==> config.mk <==
export PLATFORM = sky130hd
export DESIGN_NAME = json_string_unescape
export DESIGN_NICKNAME = d
export VERILOG_FILES = /design/src/hw/rtl/jsu_pkg.sv /design/src/hw/rtl/jsu_decode.sv /design/src/hw/rtl/json_string_unescape.sv
export SDC_FILE = /design/constraint.sdc
export NUM_CORES = 1
export LEC_CHECK = 0
export ABC_CLOCK_PERIOD_IN_PS = 6300
export BUFFER_PORTS_ARGS = -buffer_cell sky130_fd_sc_hd__buf_4
export CAP_MARGIN = 20
export CORE_UTILIZATION = 45
export CTS_BUF_LIST = sky130_fd_sc_hd__clkbuf_16
export CTS_CLUSTER_SIZE = 28
export DETAILED_ROUTE_END_ITERATION = 8
export GPL_ROUTABILITY_DRIVEN = 0
export PLACE_DENSITY_LB_ADDON = 0.08
export SETUP_SLACK_MARGIN = 0.15
export SLEW_MARGIN = 10
export SYNTH_ARGS = -nofsm -noshare
export SYNTH_HDL_FRONTEND = slang
export SYNTH_HIERARCHICAL = 1
export SYNTH_SLANG_ARGS = --single-unit
==> constraint.sdc <==
create_clock -name aclk -period 6.3 [get_ports aclk]
set_input_delay 0.63 -clock aclk [delete_from_list [all_inputs] [get_ports aclk]]
set_output_delay 0.63 -clock aclk [all_outputs]
set_load 0.02 [all_outputs]
==> src/hw/rtl/jsu_pkg.sv <==
package jsu_pkg;

    // Decoder position within one string body
    typedef enum logic [2:0] {
        MODE_OPEN = 3'd0,
        MODE_BODY = 3'd1,
        MODE_ESC  = 3'd2,
        MODE_HEX0 = 3'd3,
        MODE_HEX1 = 3'd4,
        MODE_HEX2 = 3'd5,
        MODE_HEX3 = 3'd6
    } jsu_mode_t;

    localparam int unsigned MaxBeats = 3;

    // One result beat as it leaves the block
    typedef struct packed {
        logic [7:0] data;
        logic       has;
        logic       str_end;
        logic       run_last;
    } jsu_beat_t;

    // Everything the decoder hands back for one source byte
    typedef struct packed {
        logic [1:0]                   count;
        jsu_beat_t [MaxBeats-1:0]     beats;
        jsu_mode_t                    mode;
        logic [15:0]                  hex;
    } jsu_dec_t;

endpackage

==> src/hw/rtl/jsu_decode.sv <==
module jsu_decode (
    input  jsu_pkg::jsu_mode_t mode,
    input  logic [15:0]        hex,
    input  logic [7:0]         in_byte,
    input  logic [2:0]         bytes_after,
    output jsu_pkg::jsu_dec_t  dec
);
    import jsu_pkg::*;

    localparam logic [7:0]  ChQuote = 8'h22;
    localparam logic [7:0]  ChBslash = 8'h5C;
    localparam logic [7:0]  ChU = 8'h75;
    localparam logic [7:0]  ChN = 8'h6E;
    localparam logic [7:0]  ChT = 8'h74;
    localparam logic [7:0]  ChR = 8'h72;
    localparam logic [15:0] Utf8TwoMin = 16'h0080;
    localparam logic [15:0] Utf8ThreeMin = 16'h0800;
    localparam logic [7:0]  Lead2 = 8'hC0;
    localparam logic [7:0]  Lead3 = 8'hE0;
    localparam logic [7:0]  Cont = 8'h80;
    localparam logic [7:0]  ContMask = 8'h3F;

    logic        buf_last;
    logic        closes;
    logic [1:0]  n;
    logic [15:0] code;
    logic [7:0]  mapped;

    // Hex digit value; anything else counts as zero
    function automatic logic [3:0] hex_val(input logic [7:0] h);
        logic [3:0] v;
        v = 4'd0;
        if (h >= 8'h30 && h <= 8'h39) v = 4'(h - 8'h30);
        else if (h >= 8'h61 && h <= 8'h66) v = 4'(h - 8'h57);
        else if (h >= 8'h41 && h <= 8'h46) v = 4'(h - 8'h37);
        return v;
    endfunction

    assign buf_last = (bytes_after == 3'd0);
    assign code     = {hex[11:0], hex_val(in_byte)};

    // Map single-letter escapes
    always_comb begin
        case (in_byte)
            ChN:     mapped = 8'h0A;
            ChT:     mapped = 8'h09;
            ChR:     mapped = 8'h0D;
            default: mapped = in_byte;
        endcase
    end

    // Decode one source byte into up to three beats and the next state
    always_comb begin
        dec    = '0;
        dec.mode = mode;
        dec.hex  = hex;
        closes = 1'b0;
        n      = 2'd0;
        case (mode)
            MODE_BODY: begin
                if (in_byte == ChQuote) begin
                    closes = 1'b1;
                end else if (in_byte == ChBslash && !buf_last) begin
                    dec.mode = MODE_ESC;
                end else begin
                    dec.beats[0].data = in_byte;
                    dec.beats[0].has  = 1'b1;
                    n = 2'd1;
                end
            end
            MODE_ESC: begin
                if (in_byte == ChU) begin
                    if (bytes_after >= 3'd4) begin
                        dec.hex  = '0;
                        dec.mode = MODE_HEX0;
                    end else begin
                        dec.mode = MODE_BODY;
                    end
                end else begin
                    dec.beats[0].data = mapped;
                    dec.beats[0].has  = 1'b1;
                    n = 2'd1;
                    dec.mode = MODE_BODY;
                end
            end
            MODE_HEX0: begin
                dec.hex  = code;
                dec.mode = MODE_HEX1;
            end
            MODE_HEX1: begin
                dec.hex  = code;
                dec.mode = MODE_HEX2;
            end
            MODE_HEX2: begin
                dec.hex  = code;
                dec.mode = MODE_HEX3;
            end
            MODE_HEX3: begin
                dec.hex  = code;
                dec.mode = MODE_BODY;
                if (code < Utf8TwoMin) begin
                    dec.beats[0].data = code[7:0];
                    dec.beats[0].has  = 1'b1;
                    n = 2'd1;
                end else if (code < Utf8ThreeMin) begin
                    dec.beats[0].data = Lead2 | {3'b000, code[10:6]};
                    dec.beats[1].data = Cont | (code[7:0] & ContMask);
                    dec.beats[0].has  = 1'b1;
                    dec.beats[1].has  = 1'b1;
                    n = 2'd2;
                end else begin
                    dec.beats[0].data = Lead3 | {4'b0000, code[15:12]};
                    dec.beats[1].data = Cont | (code[13:6] & ContMask);
                    dec.beats[2].data = Cont | (code[7:0] & ContMask);
                    dec.beats[0].has  = 1'b1;
                    dec.beats[1].has  = 1'b1;
                    dec.beats[2].has  = 1'b1;
                    n = 2'd3;
                end
            end
            default: begin
                // opening byte skipped unchecked
                dec.mode = MODE_BODY;
            end
        endcase

        // Close the string on a quote or at buffer end
        if (buf_last) closes = 1'b1;
        if (closes) begin
            if (n == 2'd0) n = 2'd1;
            case (n)
                2'd1:    dec.beats[0].str_end = 1'b1;
                2'd2:    dec.beats[1].str_end = 1'b1;
                default: dec.beats[2].str_end = 1'b1;
            endcase
            dec.mode = MODE_OPEN;
            dec.hex  = '0;
        end

        // Tag the final beat of this byte
        case (n)
            2'd1:    dec.beats[0].run_last = 1'b1;
            2'd2:    dec.beats[1].run_last = 1'b1;
            2'd3:    dec.beats[2].run_last = 1'b1;
            default: ;
        endcase
        dec.count = n;
    end

endmodule

==> src/hw/rtl/json_string_unescape.sv <==
// Channel | Direction | Ports                                       | Beat
// s_      | in        | s_valid s_ready s_in_byte s_bytes_after     | one source byte
// m_      | out       | m_valid m_ready m_out_byte m_has_byte       | one result
//         |           | m_string_end m_run_last                     |
// A source byte is decoded in the cycle it is taken; its 0 to 3 results sit in a
// three-entry result register, held while m_ready stalls, and leave one per cycle
// from the next cycle on. Throughput is one byte per cycle while each byte yields at
// most one result; a byte with more, as a \u escape closing in two- or three-byte
// UTF-8, holds input until only its last is left. aresetn (synchronous, active low)
// empties the result register and returns the decoder to wait for an opening byte.
module json_string_unescape (
    input  logic       aclk,
    input  logic       aresetn,
    input  logic       s_valid,
    output logic       s_ready,
    input  logic [7:0] s_in_byte,
    input  logic [2:0] s_bytes_after,
    output logic       m_valid,
    input  logic       m_ready,
    output logic [7:0] m_out_byte,
    output logic       m_has_byte,
    output logic       m_string_end,
    output logic       m_run_last
);
    import jsu_pkg::*;

    jsu_mode_t   mode_reg, mode_next;
    logic [15:0] hex_reg, hex_next;
    logic [1:0]  cnt_reg, cnt_next;
    jsu_beat_t [MaxBeats-1:0] beat_reg, beat_next;
    jsu_dec_t    dec;
    logic        s_fire, m_fire;

    jsu_decode u_decode (
        .mode        (mode_reg),
        .hex         (hex_reg),
        .in_byte     (s_in_byte),
        .bytes_after (s_bytes_after),
        .dec         (dec)
    );

    assign m_fire  = m_valid && m_ready;
    assign s_fire  = s_valid && s_ready;
    // Take a byte once the held results are gone or the last one leaves now
    assign s_ready = (cnt_reg == 2'd0) || (cnt_reg == 2'd1 && m_ready);
    assign m_valid = (cnt_reg != 2'd0);

    assign m_out_byte   = beat_reg[0].data;
    assign m_has_byte   = beat_reg[0].has;
    assign m_string_end = beat_reg[0].str_end;
    assign m_run_last   = beat_reg[0].run_last;

    // Load a fresh group of results, or advance the held ones
    always_comb begin
        mode_next = mode_reg;
        hex_next  = hex_reg;
        cnt_next  = cnt_reg;
        beat_next = beat_reg;
        if (s_fire) begin
            mode_next = dec.mode;
            hex_next  = dec.hex;
            cnt_next  = dec.count;
            beat_next = dec.beats;
        end else if (m_fire) begin
            cnt_next     = cnt_reg - 2'd1;
            beat_next[0] = beat_reg[1];
            beat_next[1] = beat_reg[2];
        end
    end

    always_ff @(posedge aclk) begin
        if (!aresetn) begin
            mode_reg <= MODE_OPEN;
            hex_reg  <= '0;
            cnt_reg  <= '0;
        end else begin
            mode_reg <= mode_next;
            hex_reg  <= hex_next;
            cnt_reg  <= cnt_next;
        end
    end

    always_ff @(posedge aclk) begin
        beat_reg <= beat_next;
    end

    // A string always closes on the final result of its byte
    a_end_is_last: assert property (@(posedge aclk) disable iff (!aresetn)
        m_valid && m_string_end |-> m_run_last)
        else $error("string end on a result that is not the last of its byte");

    // An empty result only ever marks a string end, with a zero byte
    a_empty_beat: assert property (@(posedge aclk) disable iff (!aresetn)
        m_valid && !m_has_byte |-> m_string_end && m_out_byte == 8'd0)
        else $error("empty result without string end");

    // Buffer end always sends the decoder back to the opening byte
    a_buf_end_reopen: assert property (@(posedge aclk) disable iff (!aresetn)
        s_fire && s_bytes_after == 3'd0 |=> mode_reg == MODE_OPEN && hex_reg == 16'd0)
        else $error("decoder not reset to opening byte after buffer end");

    // No byte is taken while more than one result is still held
    a_no_overrun: assert property (@(posedge aclk) disable iff (!aresetn)
        cnt_reg > 2'd1 |-> !s_ready)
        else $error("input accepted over held results");

endmodule

Yosys cells after proc, flatten, opt, wreduce, memory -nomap -nowiden --
Cells that the tools add are included. W data, S select, Z words.
Word-level totals: input port bits 15, word-level logic and storage cells 120, output and inout port bits 13, flip-flop bits (word level) 50
Operators by class: muxes and demuxes 47, bitwise logic cells 1, eq/ne operators 22, order comparisons 9, reduce and logical (&&, ||, !) cells 21, add/subtract/negate cells 4
Operator list (count):
- $mux W9 | 7
- $mux W22 | 2
- $eq A8 B7 Y1 const B | 5
- $mux W16 | 2
- $pmux W16 S2 | 1
- $pmux W9 S3 | 1
- $pmux W8 S3 | 1
- $mux W19 | 1
- $ge A8 B7 Y1 const B | 2
- $le A8 B7 Y1 const B | 2
- $lt A16 B12 Y1 const B | 1
- $lt A16 B8 Y1 const B | 1
- $mux W2 | 8
- $pmux W3 S5 | 1
- $mux W1 | 14
- $mux W7 | 2
- $mux W4 | 3
- $eq A3 B3 Y1 const B | 3
- $mux W3 | 3
- $ne A3 B1 Y1 const B | 3
- $eq A8 B6 Y1 const B | 1
- $ge A8 B6 Y1 const B | 1
- $le A8 B6 Y1 const B | 1
- $sub A4 B3 Y4 const B | 2
- 22 further kinds | 36

Depth between registers and ports, before layout --
word-level depth 16, mapped depth 10, mapped depth without buffers 9

By module --
The synthesis kept the hierarchy.
Modules (own cells, without submodules):
- json_string_unescape | cells an instance 172, times used 1, sequential area each 1411.4 sq um, area each 2275.9 sq um
- jsu_decode | cells an instance 183, times used 1, sequential area each 0.0 sq um, area each 1163.6 sq um

Worst setup path after synthesis --
No wires, ideal clock.
path kind input to register, from input port s_in_byte[2], to register beat_reg, in the netlist m_out_byte[7], data pin, path buffers 0, path slack 3.889 ns, data arrival time 2.151 ns, stages 5, data required time 6.040 ns, cells stage by stage or3_1 or4_4 a32o_1 a21o_1 mux2_4
RTL lines:
- from (decl) | RTL line json_string_unescape.sv:16 | input logic [7:0] s_in_byte,
- to (signal assigned) | RTL line json_string_unescape.sv:84 | beat_reg <= beat_next;
- to (decl) | RTL line json_string_unescape.sv:30 | jsu_beat_t [MaxBeats-1:0] beat_reg, beat_next;

==> summary.txt <==
Synth-to-Final Area Change -> 9.16%
Layout cell share with drive strength beyond 1 -> 21.5%
Core area -> 0.00683 mm²
Max reg flops -> 22
CTS H-tree lvls -> 2
DRC viols -> 0
Vias per cell -> 5.60
Fin cells -> 421
LEAKAGE -> 1.32 nW
Status -> finished clean
Commonest cells after routing, fill and taps aside -> edfxtp_1 (33), buf_4 (27), a21oi_1 (26), o21ai_0 (25)
Total negative slack -> 0 ns
I/O pin count -> 28
Crit start category -> input port
Number of port buffers -> 27
Initial antenna violation count -> 0
Initial DRT Pass Iterations -> 5
Largest delay contributor family on the critical path -> compound AO/OA/AOI/OAI gates
Cts hold-fix bufs -> 0
Fillcell total -> 645
Clock Sinks -> 50
Clock transition at path regs -> 0.06 ns
Per-cell routed wire length -> 16.6 µm
Synthesized cell area -> 0.00320 mm²
Final ANT Viol Nets -> 0
Crit-path slowest cell -> o41ai_4
Vias in the first global route -> 2172
Crit. End Element -> flop
Min Tclk post-route -> 2.80 ns
Worst Path Required -> 6.51 ns
Nets -> 345
Iter 0 DRT Violations -> 167
Setup Viol. Count Final -> 0
Bufs and invs on worst path -> 2
Largest net degree at the start of global routing -> 27
R2r worst-path depth -> 6
Post-CTS setup buffers -> 0
Most common cell after layout, fill and taps aside -> edfxtp_1
Root Driver -> clkbuf_16
Worst flop-to-flop path endpoint -> beat_reg[25]
Clock buffer depth -> 2
Unrepaired setup endpoints after global routing -> false
Reg area -> 0.00133 mm²
Max frequency -> 357 MHz
Hold Slack -> 0.534 ns
Dpl cells -> 413
Die height -> 86.3 µm
Avg Inst Size Synth -> 9.90 µm²
Vias -> 2357
Crit path to -> cnt_reg[0]
Mapped Cells -> 323
Max incr delay on CP -> 0.70 ns
Total grt overflow -> 0
Peak VDD IR -> 0.236 mV
Post-CTS sizing -> 0
Instance count on the critical path -> 10
Ant. Diodes -> 0
CTS tree -> yes
Max-slew violation count -> 0
First-pass GRT wire length -> 11.6 mm
Setup CP Type -> input port to flop
Final period utilization -> 44.5%
Max Cap Viol -> 0
Die Wd -> 86.3 µm
Multi-input logic area -> 0.00162 mm²
Clock latency at the later pin of the worst-skew pair -> 0.29 ns
Power density over the cells -> 280 mW/mm²
Total GRT Usage -> 20.2%
WL final -> 6.98 mm
Cell row count -> 30
Ordered cell list for the critical path -> buf_4 > inv_1 > ha_1 > nand2_1 > or4_4 > o41ai_4 > nor2_1 > o21ai_0 > nand3_1 > a31oi_1
Arr. time, crit path -> 3.02 ns
Worst r2r src -> cnt_reg[0]
Initial Util -> 46.8%
Yosys warns -> 6
Die Footprint -> 0.00745 mm²
Worst-Margin Slew -> 1.06 ns
Hold/Removal Path Class -> flop to flop
CTS Buf Count -> 5
FF-to-FF setup slack -> 3.69 ns
CP Max Fanout -> 15
Worst setup startpoint -> s_in_byte[0]
Detailed Place HPWL -> 4.98 mm
Total Power -> 0.000977 W
Slew HR -> 28.4%
Final-report hold violation count -> 0
Clk_skew -> 0.00668 ns
==> worst min-delay path, cell delays in order, from the launching register on <==
cell and delay, ns:
dfxtp_1 0.34, o21ai_0 0.08, a21oi_1 0.06
==> stage by stage <==
step           cell area (µm²)  setup slack [ns]  utilization (%)
3_5_place_dp              3320              3.26             48.6
6_report                  3490              3.50             51.1
2_1_floorplan             3200              3.89                -
5_1_grt                   3490              3.27             51.1
4_1_cts                   3490              3.50             51.1
3_3_place_gp              3320              3.43             48.6
==> per-layer routing <==
layer	routed length, µm	track usage (%)
met1	3390	28.6
met2	3220	32.0
met3	328	4.29
met4	44	4.09
met5	0	0
==> how the worst min path moves through the flow <==
stage	from	end	slack, ns	depth (start not counted)
2_1_floorplan	mode_reg[1]	mode_reg[1]	0.46	2
3_3_place_gp	hex_reg[9]	hex_reg[9]	0.52	2
3_5_place_dp	hex_reg[9]	hex_reg[9]	0.52	2
4_1_cts	hex_reg[9]	hex_reg[9]	0.53	2
5_1_grt	beat_reg[18]	m_out_byte[4]	0.56	1
6_report	hex_reg[9]	hex_reg[9]	0.53	2
==> layout make-up <==
| cell class | count | area share, % |
|---|---|---|
| multi-input cells | 227 | 46.3 |
| flip-flops and latches | 50 | 38.1 |
| repair buffers | 27 | 5.81 |
| clock buffers | 5 | 3.59 |
| well taps | 96 | 3.44 |
| inverters | 13 | 1.40 |
| clock inverters | 3 | 1.29 |
==> report_power, final <==
group / switching, W / internal, W / leakage [nW]
combinational: 0.000141 / 0.000103 / 0.774
clock: 0.000118 / 0.000187 / 0.0760
sequential: 0.0000139 / 0.000414 / 0.469
total: 0.000273 / 0.000704 / 1.32
Power figures use the tool's default switching activity.
